**src/rtl/core/sawr_pkg.sv**
```systemverilog
// Package: transaction types and constants for the stop-and-wait receiver.
package sawr_pkg;

  localparam logic [15:0] CRC_INIT    = 16'hFFFF;
  localparam logic        FUNC_HEADER = 1'b0;
  localparam logic        FUNC_DATA   = 1'b1;

  typedef struct packed {
    logic        func;
    logic [15:0] seq_in;
    logic [15:0] sent_checksum;
    logic        final_in;
    logic [7:0]  data_byte;
    logic        last_byte;
  } in_item_t;

  typedef struct packed {
    logic [15:0] ack_seq;
    logic        checksum_ok;
    logic        is_new;
    logic        is_duplicate;
    logic        transfer_done;
    logic [31:0] original_count;
    logic [31:0] retransmit_count;
  } out_item_t;

  typedef struct packed {
    logic      valid;
    out_item_t item;
  } res_t;

endpackage

```
**src/rtl/core/sawr_crc8.sv**
```systemverilog
// CRC-16/CCITT update by one byte (poly 0x1021, no reflection).
module sawr_crc8 (
  input  logic [15:0] crc_in,
  input  logic [7:0]  byte_in,
  output logic [15:0] crc_out
);

  logic [7:0] x0;
  logic [7:0] x1;

  always_comb begin
    x0      = crc_in[15:8] ^ byte_in;
    x1      = x0 ^ {4'b0, x0[7:4]};
    crc_out = {crc_in[7:0], 8'h00} ^ {x1[3:0], 12'h000} ^ {3'b000, x1, 5'b00000}
              ^ {8'h00, x1};
  end

endmodule

```
**src/rtl/core/sawr_core.sv**
```systemverilog
// Receiver state: held header, running CRC, sequence tracking, counters.
module sawr_core #(
  parameter int SEQ_BITS = 16
) (
  input  logic              clk,
  input  logic              rst_n,
  input  logic              adv,
  input  sawr_pkg::in_item_t item,
  output sawr_pkg::res_t    res
);

  logic [15:0]         crc_r, crc_nxt, crc_upd;
  logic [SEQ_BITS-1:0] held_seq_r, held_seq_nxt;
  logic [15:0]         held_ck_r, held_ck_nxt;
  logic                held_final_r, held_final_nxt;
  logic [SEQ_BITS-1:0] prev_seq_r, prev_seq_nxt;
  logic                prev_valid_r, prev_valid_nxt;
  logic [31:0]         new_cnt_r, new_cnt_nxt;
  logic [31:0]         dup_cnt_r, dup_cnt_nxt;
  logic                done_r, done_nxt;
  logic                ok, fresh, dup;
  logic [SEQ_BITS+15:0] seq_ext;
  logic [SEQ_BITS+15:0] ack_ext;

  sawr_crc8 u_crc (
    .crc_in  (crc_r),
    .byte_in (item.data_byte),
    .crc_out (crc_upd)
  );

  always_comb begin
    seq_ext        = {{SEQ_BITS{1'b0}}, item.seq_in};
    ack_ext        = {16'h0000, held_seq_r};
    crc_nxt        = crc_r;
    held_seq_nxt   = held_seq_r;
    held_ck_nxt    = held_ck_r;
    held_final_nxt = held_final_r;
    prev_seq_nxt   = prev_seq_r;
    prev_valid_nxt = prev_valid_r;
    new_cnt_nxt    = new_cnt_r;
    dup_cnt_nxt    = dup_cnt_r;
    done_nxt       = done_r;
    ok             = (crc_upd == held_ck_r);
    fresh          = ok && (!prev_valid_r || (prev_seq_r != held_seq_r));
    dup            = ok && !fresh;
    res.valid      = 1'b0;
    if (adv) begin
      if (item.func == sawr_pkg::FUNC_HEADER) begin
        held_seq_nxt   = seq_ext[SEQ_BITS-1:0];
        held_ck_nxt    = item.sent_checksum;
        held_final_nxt = item.final_in;
        crc_nxt        = sawr_pkg::CRC_INIT;
      end else if (!item.last_byte) begin
        crc_nxt = crc_upd;
      end else begin
        crc_nxt   = sawr_pkg::CRC_INIT;
        res.valid = 1'b1;
        if (fresh) begin
          new_cnt_nxt    = (new_cnt_r == '1) ? new_cnt_r : new_cnt_r + 32'd1;
          prev_seq_nxt   = held_seq_r;
          prev_valid_nxt = 1'b1;
          if (held_final_r) done_nxt = 1'b1;
        end else if (dup) begin
          dup_cnt_nxt = (dup_cnt_r == '1) ? dup_cnt_r : dup_cnt_r + 32'd1;
        end
      end
    end
    res.item.ack_seq          = ack_ext[15:0];
    res.item.checksum_ok      = ok;
    res.item.is_new           = fresh;
    res.item.is_duplicate     = dup;
    res.item.transfer_done    = done_nxt;
    res.item.original_count   = new_cnt_nxt;
    res.item.retransmit_count = dup_cnt_nxt;
  end

  always_ff @(posedge clk) begin
    if (!rst_n) begin
      crc_r        <= sawr_pkg::CRC_INIT;
      held_seq_r   <= '0;
      held_ck_r    <= '0;
      held_final_r <= 1'b0;
      prev_seq_r   <= '0;
      prev_valid_r <= 1'b0;
      new_cnt_r    <= '0;
      dup_cnt_r    <= '0;
      done_r       <= 1'b0;
    end else begin
      crc_r        <= crc_nxt;
      held_seq_r   <= held_seq_nxt;
      held_ck_r    <= held_ck_nxt;
      held_final_r <= held_final_nxt;
      prev_seq_r   <= prev_seq_nxt;
      prev_valid_r <= prev_valid_nxt;
      new_cnt_r    <= new_cnt_nxt;
      dup_cnt_r    <= dup_cnt_nxt;
      done_r       <= done_nxt;
    end
  end

endmodule

```
**src/rtl/core/stop_and_wait_receiver_crc_check.sv**
```systemverilog
// Path from input transaction to result transaction: input register, then result register.
// Throughput: one item per cycle while the output is not stalled; the CRC byte update and packet check sit
// between the input register and the result register.
// Only a last payload byte produces a result; headers and other bytes produce none.
// Reset: synchronous, active low; clears both stages, CRC to 0xFFFF, state to zero.
module stop_and_wait_receiver_crc_check #(
  parameter int SEQ_BITS = 16
) (
  input  logic                clk,
  input  logic                rst_n,
  input  logic                in_valid,
  output logic                in_stall,
  input  sawr_pkg::in_item_t  in_data,
  output logic                out_valid,
  input  logic                out_stall,
  output sawr_pkg::out_item_t out_data
);

  logic                in_valid_r, in_valid_nxt;
  sawr_pkg::in_item_t  in_item_r;
  logic                out_valid_r, out_valid_nxt;
  sawr_pkg::out_item_t out_item_r;
  logic                adv;
  logic                in_acc;
  sawr_pkg::res_t      res;

  assign adv       = in_valid_r && !(out_valid_r && out_stall);
  assign in_stall  = in_valid_r && out_valid_r && out_stall;
  assign in_acc    = in_valid && !in_stall;
  assign out_valid = out_valid_r;
  assign out_data  = out_item_r;

  sawr_core #(.SEQ_BITS(SEQ_BITS)) u_core (
    .clk   (clk),
    .rst_n (rst_n),
    .adv   (adv),
    .item  (in_item_r),
    .res   (res)
  );

  always_comb begin
    in_valid_nxt = in_valid_r;
    if (in_acc) in_valid_nxt = 1'b1;
    else if (adv) in_valid_nxt = 1'b0;
    out_valid_nxt = out_valid_r;
    if (res.valid) out_valid_nxt = 1'b1;
    else if (out_valid_r && !out_stall) out_valid_nxt = 1'b0;
  end

  always_ff @(posedge clk) begin
    if (!rst_n) begin
      in_valid_r  <= 1'b0;
      out_valid_r <= 1'b0;
    end else begin
      in_valid_r  <= in_valid_nxt;
      out_valid_r <= out_valid_nxt;
    end
  end

  always_ff @(posedge clk) begin
    if (in_acc) in_item_r <= in_data;
    if (res.valid) out_item_r <= res.item;
  end

endmodule

```
**config.mk**
```make
export PLATFORM = sky130hd
export DESIGN_NAME = stop_and_wait_receiver_crc_check
export DESIGN_NICKNAME = d
export VERILOG_FILES = /design/src/rtl/core/sawr_pkg.sv /design/src/rtl/core/sawr_crc8.sv /design/src/rtl/core/sawr_core.sv /design/src/rtl/core/stop_and_wait_receiver_crc_check.sv
export SDC_FILE = /design/constraint.sdc
export NUM_CORES = 1
export LEC_CHECK = 0
export BUFFER_PORTS_ARGS = -buffer_cell sky130_fd_sc_hd__buf_2
export CORE_MARGIN = 3
export CORE_UTILIZATION = 60
export CTS_BUF_LIST = sky130_fd_sc_hd__clkbuf_8
export CTS_CLUSTER_DIAMETER = 60
export DETAILED_ROUTE_END_ITERATION = 6
export GPL_ROUTABILITY_DRIVEN = 1
export HOLD_SLACK_MARGIN = 0.15
export MAX_ROUTING_LAYER = met4
export PLACE_DENSITY = 0.83
export SLEW_MARGIN = 20
export SYNTH_ARGS = -nofsm -noshare
export SYNTH_HDL_FRONTEND = slang
export SYNTH_HIERARCHICAL = 1
export SYNTH_SLANG_ARGS = --single-unit
```
**constraint.sdc**
```tcl
create_clock -name clk -period 3.6 [get_ports clk]
set_input_delay 0.72 -clock clk [delete_from_list [all_inputs] [get_ports clk]]
set_output_delay 0.72 -clock clk [all_outputs]
set_load 0.03 [all_outputs]
```
Word level (Yosys, flattened, before mapping)

Index checks and enable logic that the tools add are counted.
Widths: inputs -> output; s select.

Equality and inequality tests: 4
Magnitude comparators: 0
Shift operators: 0
Reductions and logical operators: 18
Add/subtract/negate cells: 2
$mul: 0
Mux-type cells: 25
Divide/modulo/power cells: 0
Bitwise operators: 6

Operators with widths:

| kind                  | count |
|---|---|
| $mux 32               | 11 |
| $add 32x1->32 const B | 2 |
| $eq 32x32->1 const B  | 2 |
| $mux 16               | 2 |
| $eq 16x16->1          | 1 |
| $ne 16x16->1          | 1 |
| $xor 16x13->16        | 1 |
| $xor 16x16->16        | 1 |
| $xor 16x8->16         | 1 |
| $mux 1                | 12 |
| $logic_and 1x1->1     | 8 |
| $xor 8x4->8           | 1 |
| $xor 8x8->8           | 1 |
| $logic_not 1->1       | 5 |
| $reduce_and 4->1      | 1 |
| $reduce_bool 2->1     | 2 |
| $reduce_and 2->1      | 1 |
| $logic_or 1x1->1      | 1 |
| $not 1->1             | 1 |

Memories kept: 0
Input bits: 47
Memory bits (read-only): 0
Flip-flop bits (word level): 260
Bits in latches: 0
Memory bits (writable): 0
Word-level logic and storage cells: 79

Longest topological paths before layout

Gate-level depths: netlist of run 1.

Depth in word-level cells: 14
Mapped depth: 11
Depth with buffers taken out: 9

Hierarchy

The synthesis of run 1 kept the hierarchy.

Modules (own cells, without submodules):

| module                           | times used | area each (µm²) | seq. area each (µm²) | cells an instance |
|---|---|---|---|---|
| sawr_core                        | 1          | 6573.8          | 2622.5               | 827 |
| stop_and_wait_receiver_crc_check | 1          | 3897.5          | 3853.7               | 135 |
| sawr_crc8                        | 1          | 382.9           | 0.0                  | 24 |

Worst setup path before layout of run 1

OpenSTA, ideal clock, no wires.

Path type: in2reg
Start point: in out_stall
End point: reg in_item_r[0] in the netlist's numbering, enable pin
Arrival time: 2.880 ns
Buffers on the path: 0
Stages: 2
Slack: 0.271 ns
Required time: 3.151 ns
Cells stage by stage: and3_4 > nor2b_1

Word-level cells in the longest chain between the ends: 3

RTL lines:

| item                   | RTL line                               | text |
|---|---|---|
| start: declaration     | stop_and_wait_receiver_crc_check.sv:15 | `input logic out_stall,` |
| $logic_and 1x1->1      | stop_and_wait_receiver_crc_check.sv:28 | `assign in_stall = in_valid_r && out_valid_r && out_stall;` |
| $logic_not 1->1        | stop_and_wait_receiver_crc_check.sv:29 | `assign in_acc = in_valid && !in_stall;` |
| $logic_and 1x1->1      | stop_and_wait_receiver_crc_check.sv:29 |  |
| named net in_acc       | stop_and_wait_receiver_crc_check.sv:24 | `logic in_acc;` |
| end signal: assignment | stop_and_wait_receiver_crc_check.sv:61 | `if (in_acc) in_item_r <= in_data;` |
| end: declaration       | stop_and_wait_receiver_crc_check.sv:20 | `sawr_pkg::in_item_t in_item_r;` |

The timed path passes the listed nets, and every way through them passes these cells.
A chain may end at the register's enable or synchronous reset.

==> results of run 1 <==
==> power breakdown <==
part           switching (W)  internal [W]
clock network        0.00109       0.00129
logic               0.000209      0.000131
registers          0.0000345       0.00316
==> what timing repair did <==
item / CTS / global route
resized for setup: 0 / 1
buffers inserted: 0 / 1
hold buffers: 0 / 0
setup endpoints to repair: 0 / 14
==> layer usage <==
metal | vias up | GRT usage (%)
li1 | 3783 | -
met1 | 3609 | 29.4
met2 | 257 | 36.1
met3 | 38 | 4.64
met4 | 0 | 6.88
met5 | - | -
==> state kept, by name, indices dropped and copies added (netlist names), 16 cells and up <==
name / cells
in_item_r: 43
out_data: 84
u_core/crc_r: 16
u_core/dup_cnt_r: 32
u_core/held_ck_r: 16
u_core/held_seq_r: 16
u_core/new_cnt_r: 32
u_core/prev_seq_r: 16
==> cell usage after synthesis, types with 2 or more instances <==
master | instances | area (um^2)
sky130_fd_sc_hd__nor3_1 | 15 | 75.1
sky130_fd_sc_hd__o22ai_1 | 16 | 100
sky130_fd_sc_hd__a211oi_1 | 3 | 22.5
sky130_fd_sc_hd__nand4_1 | 29 | 181
sky130_fd_sc_hd__nor3b_1 | 2 | 15.0
sky130_fd_sc_hd__ha_1 | 2 | 25.0
sky130_fd_sc_hd__xnor2_1 | 23 | 201
sky130_fd_sc_hd__and4_1 | 6 | 52.6
sky130_fd_sc_hd__clkbuf_1 | 37 | 139
sky130_fd_sc_hd__buf_1 | 2 | 7.51
sky130_fd_sc_hd__nand3_1 | 22 | 110
sky130_fd_sc_hd__nor3_2 | 6 | 60.1
sky130_fd_sc_hd__a31oi_1 | 2 | 12.5
sky130_fd_sc_hd__nor4_1 | 11 | 68.8
sky130_fd_sc_hd__xor3_1 | 6 | 143
sky130_fd_sc_hd__edfxtp_1 | 127 | 3810
sky130_fd_sc_hd__buf_4 | 4 | 30.0
sky130_fd_sc_hd__or4_1 | 5 | 37.5
sky130_fd_sc_hd__buf_2 | 6 | 30.0
sky130_fd_sc_hd__xnor2_2 | 2 | 32.5
sky130_fd_sc_hd__nand3b_1 | 2 | 15.0
sky130_fd_sc_hd__nor2b_1 | 4 | 25.0
sky130_fd_sc_hd__o21ai_0 | 21 | 105
sky130_fd_sc_hd__nand2b_1 | 31 | 194
sky130_fd_sc_hd__xnor3_1 | 3 | 67.6
sky130_fd_sc_hd__xor2_1 | 60 | 526
sky130_fd_sc_hd__inv_1 | 8 | 30.0
sky130_fd_sc_hd__and3_1 | 17 | 106
sky130_fd_sc_hd__or3_1 | 20 | 125
sky130_fd_sc_hd__and2_1 | 7 | 43.8
sky130_fd_sc_hd__nor2_1 | 23 | 86.3
sky130_fd_sc_hd__dfxtp_1 | 133 | 2660
sky130_fd_sc_hd__or2_2 | 2 | 12.5
sky130_fd_sc_hd__mux2i_1 | 33 | 330
sky130_fd_sc_hd__or4_4 | 2 | 22.5
sky130_fd_sc_hd__nand2_1 | 200 | 751
sky130_fd_sc_hd__a21oi_1 | 73 | 365
sky130_fd_sc_hd__o21a_1 | 2 | 15.0
sky130_fd_sc_hd__o21bai_1 | 4 | 30.0
==> per-stage QoR <==
stage | total power (W) | cells
floorplan | 0.00350 | 986
global placement | 0.00359 | 1309
detailed placement | 0.00360 | 1309
CTS | 0.00599 | 1383
global route | 0.00617 | 1384
finish | 0.00592 | 1384
==> layout make-up <==
type	count	area, um^2
sequential	260	6480
fill	1216	4920
multi-input combinational	668	4160
timing repair buffer	149	813
clock buffer	48	661
tap	225	282
clock inverter	26	139
inverter	8	31.3
==> logic make-up (layout without fill, tap and decap cells) <==
logic type      after synthesis  in the layout
compound gates              126            126
xor+xnor                     96             96
fa+ha+maj                     2              2
buf+inv                      58            231
flops                       260            260
mux                          34             34
simple gates                410            410
==> how the worst max path moves through the flow <==
stage | endpoint | slack [ps] | depth (start not counted)
2_1_floorplan | in_item_r[0] | 270 | 2
3_3_place_gp | out_data[38] | 180 | 9
3_5_place_dp | out_data[38] | 50 | 9
4_1_cts | out_data[38] | 20 | 9
5_1_grt | out_data[61] | 10 | 9
6_report | out_data[55] | 90 | 9
==> worst max-delay path, cell delays in order (launching register included) <==
cell	delay [ps]
sky130_fd_sc_hd__edfxtp_1	410
sky130_fd_sc_hd__xnor2_2	330
sky130_fd_sc_hd__xnor3_1	530
sky130_fd_sc_hd__xor2_1	160
sky130_fd_sc_hd__nor4_1	350
sky130_fd_sc_hd__nand4_1	250
sky130_fd_sc_hd__a211o_1	380
sky130_fd_sc_hd__buf_4	260
sky130_fd_sc_hd__nor3_1	430
sky130_fd_sc_hd__xor2_1	120
==> impl_metrics.ini, run 1 <==
[run_status]
run_status = finished, final reports clean

[route]
vias = 7687
ant_nets = 0
drt-wirelength-per-cell_um = 15.7
met2_wirelength_um = 10400
drt_wirelength_um = 21800
drt_first_pass_iters = 5
vias_per_cell = 5.55
highest_layer = met4
dr_wl_met3_um = 1360
drc = 0
m1WireLength_um = 9560
drt_iter0_markers = 547

[synthesis]
synth-xor-area-share_pct = 9.34
post_synth.cell_area_avg_um2 = 11.0
sequential_cell_area_fraction_in_the_yosys_report_pct = 59.7
ys.warnings.count = 6
synth_top_family_by_area = simple AND/OR/NAND/NOR gates
async_reset_ff_share_pct = 0
post_synth_fa_ha_maj_area_fraction_pct = 0.231
yosys.area_share.simple_pct = 19.0
yosys_most_used_dff = sky130_fd_sc_hd__dfxtp_1
postSynthNetCount = 1035
synth_edf_count = 127
cells_after_synth = 986
synth.cell_area_um2 = 10900
synthMuxAreaShare_pct = 3.15
yosys_register_bits = 260
number_of_unique_standard_cell_types_used_by_synthesis = 54
synth_compound_area_share_pct = 6.36

[worst_hold_path]
worst_hold_path.num_cells = 1
timing.hold.worst.class = input port to register
timing.hold.worst_endpoint = in_item_r[38]
worst_hold_startpoint = in_data[38]

[clock_network]
tritoncts.num_buffers = 40
clkTransAtPathRegs_ps = 70
cts-root-to-sink-buffers = 3
h-tree-depth = 2
cts_root_buffer = sky130_fd_sc_hd__clkbuf_8
clock_sink_count = 260
clock_latency_ps = 540
tritoncts = done

[sta]
post-route-period-util_pct = 97.4
report.final.hold_viol_count = 0
postLayoutSetupSlackWorst_ps = 94.7
setup_repair_after_global_routing_missed_its_margin = false
final.min_clock_period_ps = 3510
drv_slew = 0
tightestPinTransition_ps = 927
max_freq_mhz = 285
holdWs_ps = 363
max_slew_margin_pct = 38.2
setup-violations-final = 0
setup-tns-final_ps = 0
clock_skew_ps = 20.8

[critical_path]
worst_r2r_path_cells = 9
critPathKind = register to register
critical_path.max_fanout = 37
worstSetupStartpoint = in_item_r[7]
regToRegStartpoint = in_item_r[7]
critPathCaptureType = register
crit_required_ps = 3860
crit_arrival_ps = 3760
timing.reg2reg.setup_slack_ps = 90
critical_path.startpoint_type = register
reg2reg_to = out_data[55]

[grt]
antenna_found_initial = 0
grt_pass1_wl_um = 35700
gr-total-overflow = 0
grt_use_total_pct = 22.6
via_count_of_the_first_global_routing_pass = 7233
grt_max_degree = 95

[floorplan]
floorplan.core_area_um2 = 17500
design.portCount = 133
row_count = 48
die_area_um2 = 19700
floorplan.initialDensity_pct = 62.1
die_h_um = 141
die_width_um = 141

[placed_design]
placement.io_buffers = 132
placed_cell_area_um2 = 11700
placement.setup.worst_slack_ps = 53.8
finalWeightedCongestion = 0.880
detailedPlacementHpwl_um = 14100

[power]
irDropWorstVdd_v = 0.000468
leakage_nw = 4.80
power_density_nw_per_um2 = 471

[layout]
final_core_util_pct = 71.9
diodes = 0
mostFrequentLayoutCell = sky130_fd_sc_hd__nand2_1
layout.cells.most_common_list = sky130_fd_sc_hd__nand2_1 (200), sky130_fd_sc_hd__dfxtp_1 (133), sky130_fd_sc_hd__buf_2 (132), sky130_fd_sc_hd__edfxtp_1 (127), sky130_fd_sc_hd__a21oi_1 (73)
post_route_cells_drive_above_1_share_pct = 19.8
finish.net_count = 1176
stdcell_area_um2 = 12600
syn_to_final_growth_pct = 15.7

[job]
max-cap-violations = 0
Note: power is estimated with default switching activity, not from simulation.
==> inputs of run 2 (changes only) <==
--- a/config.mk
+++ b/config.mk
@@ -7,14 +7,14 @@
 export LEC_CHECK = 0
 export BUFFER_PORTS_ARGS = -buffer_cell sky130_fd_sc_hd__buf_2
 export CORE_MARGIN = 3
-export CORE_UTILIZATION = 60
+export CORE_UTILIZATION = 25
 export CTS_BUF_LIST = sky130_fd_sc_hd__clkbuf_8
 export CTS_CLUSTER_DIAMETER = 60
 export DETAILED_ROUTE_END_ITERATION = 6
 export GPL_ROUTABILITY_DRIVEN = 1
 export HOLD_SLACK_MARGIN = 0.15
 export MAX_ROUTING_LAYER = met4
-export PLACE_DENSITY = 0.83
+export PLACE_DENSITY = 0.42
 export SLEW_MARGIN = 20
 export SYNTH_ARGS = -nofsm -noshare
 export SYNTH_HDL_FRONTEND = slang
==> run 2 against run 1 <==
Compared with the run above: register-to-register slack gained 140 ps; hold slack lost 58 ps; critical path type unchanged; setup slack gained 140 ps; maximum frequency grew 4.3%; power grew 11%; clock power grew 26%; first-iteration DRC count shrank 44%; die area grew 130%; final area grew 6.5%; sequential share of layout area shrank 3.1 points.
==> impl_metrics.ini, run 2 (same netlist as run 1, synthesis figures left out) <==
[sta]
setup-tns-final_ps = 0
post-route-period-util_pct = 93.4
final.min_clock_period_ps = 3360
clock_skew_ps = 30.5
max_freq_mhz = 297
setup_repair_after_global_routing_missed_its_margin = false
tightestPinTransition_ps = 1020
setup-violations-final = 0
report.final.hold_viol_count = 0
holdWs_ps = 305
drv_slew = 0
max_slew_margin_pct = 32.0

[clock_network]
cts-root-to-sink-buffers = 3
clock_sink_count = 260
cts_root_buffer = sky130_fd_sc_hd__clkbuf_8
clkTransAtPathRegs_ps = 60
h-tree-depth = 2
tritoncts = done
postCtsSetupBuffers = 0
tritoncts.num_buffers = 50
postCtsHoldBufs = 0
clock_latency_ps = 600

[critical_path]
worstSetupStartpoint = in_item_r[6]
timing.reg2reg.setup_slack_ps = 240
critical_path.max_fanout = 28
reg2reg_to = u_core/dup_cnt_r[23]
crit_arrival_ps = 3860
regToRegStartpoint = in_item_r[6]
critPathCaptureType = register
critPathKind = register to register
critical_path.startpoint_type = register
crit_required_ps = 4100
worst_r2r_path_cells = 11

[layout]
layout.filler_cells = 4431
diodes = 0
finalNonFillerCells = 1767
multi_input_comb_area_um2 = 4170
largest_register_ff_count = 84
syn_to_final_growth_pct = 23.2
post_route_cells_drive_above_1_share_pct = 21.8
mostFrequentLayoutCell = sky130_fd_sc_hd__nand2_1
finish.net_count = 1197
register_area_um2 = 6480
layout.cells.most_common_list = sky130_fd_sc_hd__nand2_1 (200), sky130_fd_sc_hd__dfxtp_1 (133), sky130_fd_sc_hd__buf_2 (132), sky130_fd_sc_hd__edfxtp_1 (127), sky130_fd_sc_hd__a21oi_1 (73)
final_core_util_pct = 31.5

[route]
drc = 0
drt_iter0_markers = 306
ant_nets = 0
drt_first_pass_iters = 4
drt-wirelength-per-cell_um = 15.4
drt_wirelength_um = 27200
vias_per_cell = 4.32
vias = 7635

[floorplan]
die_width_um = 214
floorplan.core_area_um2 = 42400
floorplan.initialDensity_pct = 25.6
die_area_um2 = 46000
design.portCount = 133
row_count = 75
die_h_um = 214

[grt]
antenna_found_initial = 0
grt_use_total_pct = 12.1
gr-total-overflow = 0
grt_pass1_wl_um = 43100
grt_max_degree = 95
via_count_of_the_first_global_routing_pass = 7538

[worst_hold_path]
timing.hold.worst_endpoint = in_item_r[10]
worst_hold_path.num_cells = 1
worst_hold_startpoint = in_data[10]
timing.hold.worst.class = input port to register

[power]
leakage_nw = 5.01
power_density_nw_per_um2 = 491
irDropWorstVdd_v = 0.000239

[placed_design]
finalWeightedCongestion = 0.770
placed_cells_incl_taps = 1673
placement.io_buffers = 132
detailedPlacementHpwl_um = 18300

[run_status]
run_status = finished, final reports clean

[job]
max-cap-violations = 0
## run 2: layer usage
metal	routed length (um)	vias to the layer above	track usage, %	share of wire, %
li1	-	3827	-	-
met1	13300	3582	16.0	49
met2	11900	165	17.9	44
met3	1300	61	2.86	4.8
met4	722	0	4.77	2.7
met5	0	-	-	0
## run 2: critical path: stages, from the launching register on
cell                       delay, ps
sky130_fd_sc_hd__edfxtp_1        450
sky130_fd_sc_hd__xnor2_4         330
sky130_fd_sc_hd__xor3_1          420
sky130_fd_sc_hd__xor2_1          160
sky130_fd_sc_hd__nor4_1          300
sky130_fd_sc_hd__nand4_1         140
sky130_fd_sc_hd__buf_4           190
sky130_fd_sc_hd__inv_1           140
sky130_fd_sc_hd__nand4_4         150
sky130_fd_sc_hd__buf_4           280
sky130_fd_sc_hd__or4b_1          550
sky130_fd_sc_hd__a21oi_1         150
## run 2: layout make-up
type                            instances  share of cell area (%)
Clock buffer                           63                    6.49
Clock inverter                         31                    1.35
Inverter                                8                   0.234
Timing Repair Buffer                  160                    6.89
Sequential cell                       260                    48.4
Tap cell                              577                    5.40
Multi-Input combinational cell        668                    31.2
## run 2: report_power, final
| group | switching, W | internal, W |
|---|---|---|
| Sequential | 0.0000369 | 0.00317 |
| Clock | 0.00128 | 0.00172 |
| Combinational | 0.000224 | 0.000140 |
| Total | 0.00154 | 0.00502 |
## run 2: worst max-delay path by stage
stage | slack [ps] | to
6_report | 240 | u_core/dup_cnt_r[23]
2_1_floorplan | 270 | in_item_r[0]
3_5_place_dp | 170 | u_core/dup_cnt_r[23]
4_1_cts | 120 | u_core/dup_cnt_r[23]
5_1_grt | 9 | u_core/dup_cnt_r[23]
3_3_place_gp | 240 | u_core/new_cnt_r[26]
## run 2: timing repair
action                                  4_1_cts  5_1_grt
gates resized for setup                       0        2
hold endpoints to repair                      0        0
endpoints found under the setup margin        0        5
## run 2: stage by stage
stage / setup slack, ps / power, W / cell area (um^2)
2_1_floorplan: 271 / 0.00350 / 10900
3_3_place_gp: 241 / 0.00363 / 12300
3_5_place_dp: 171 / 0.00363 / 12300
4_1_cts: 117 / 0.00672 / 13400
5_1_grt: 9.50 / 0.00689 / 13400
6_report: 238 / 0.00656 / 13400
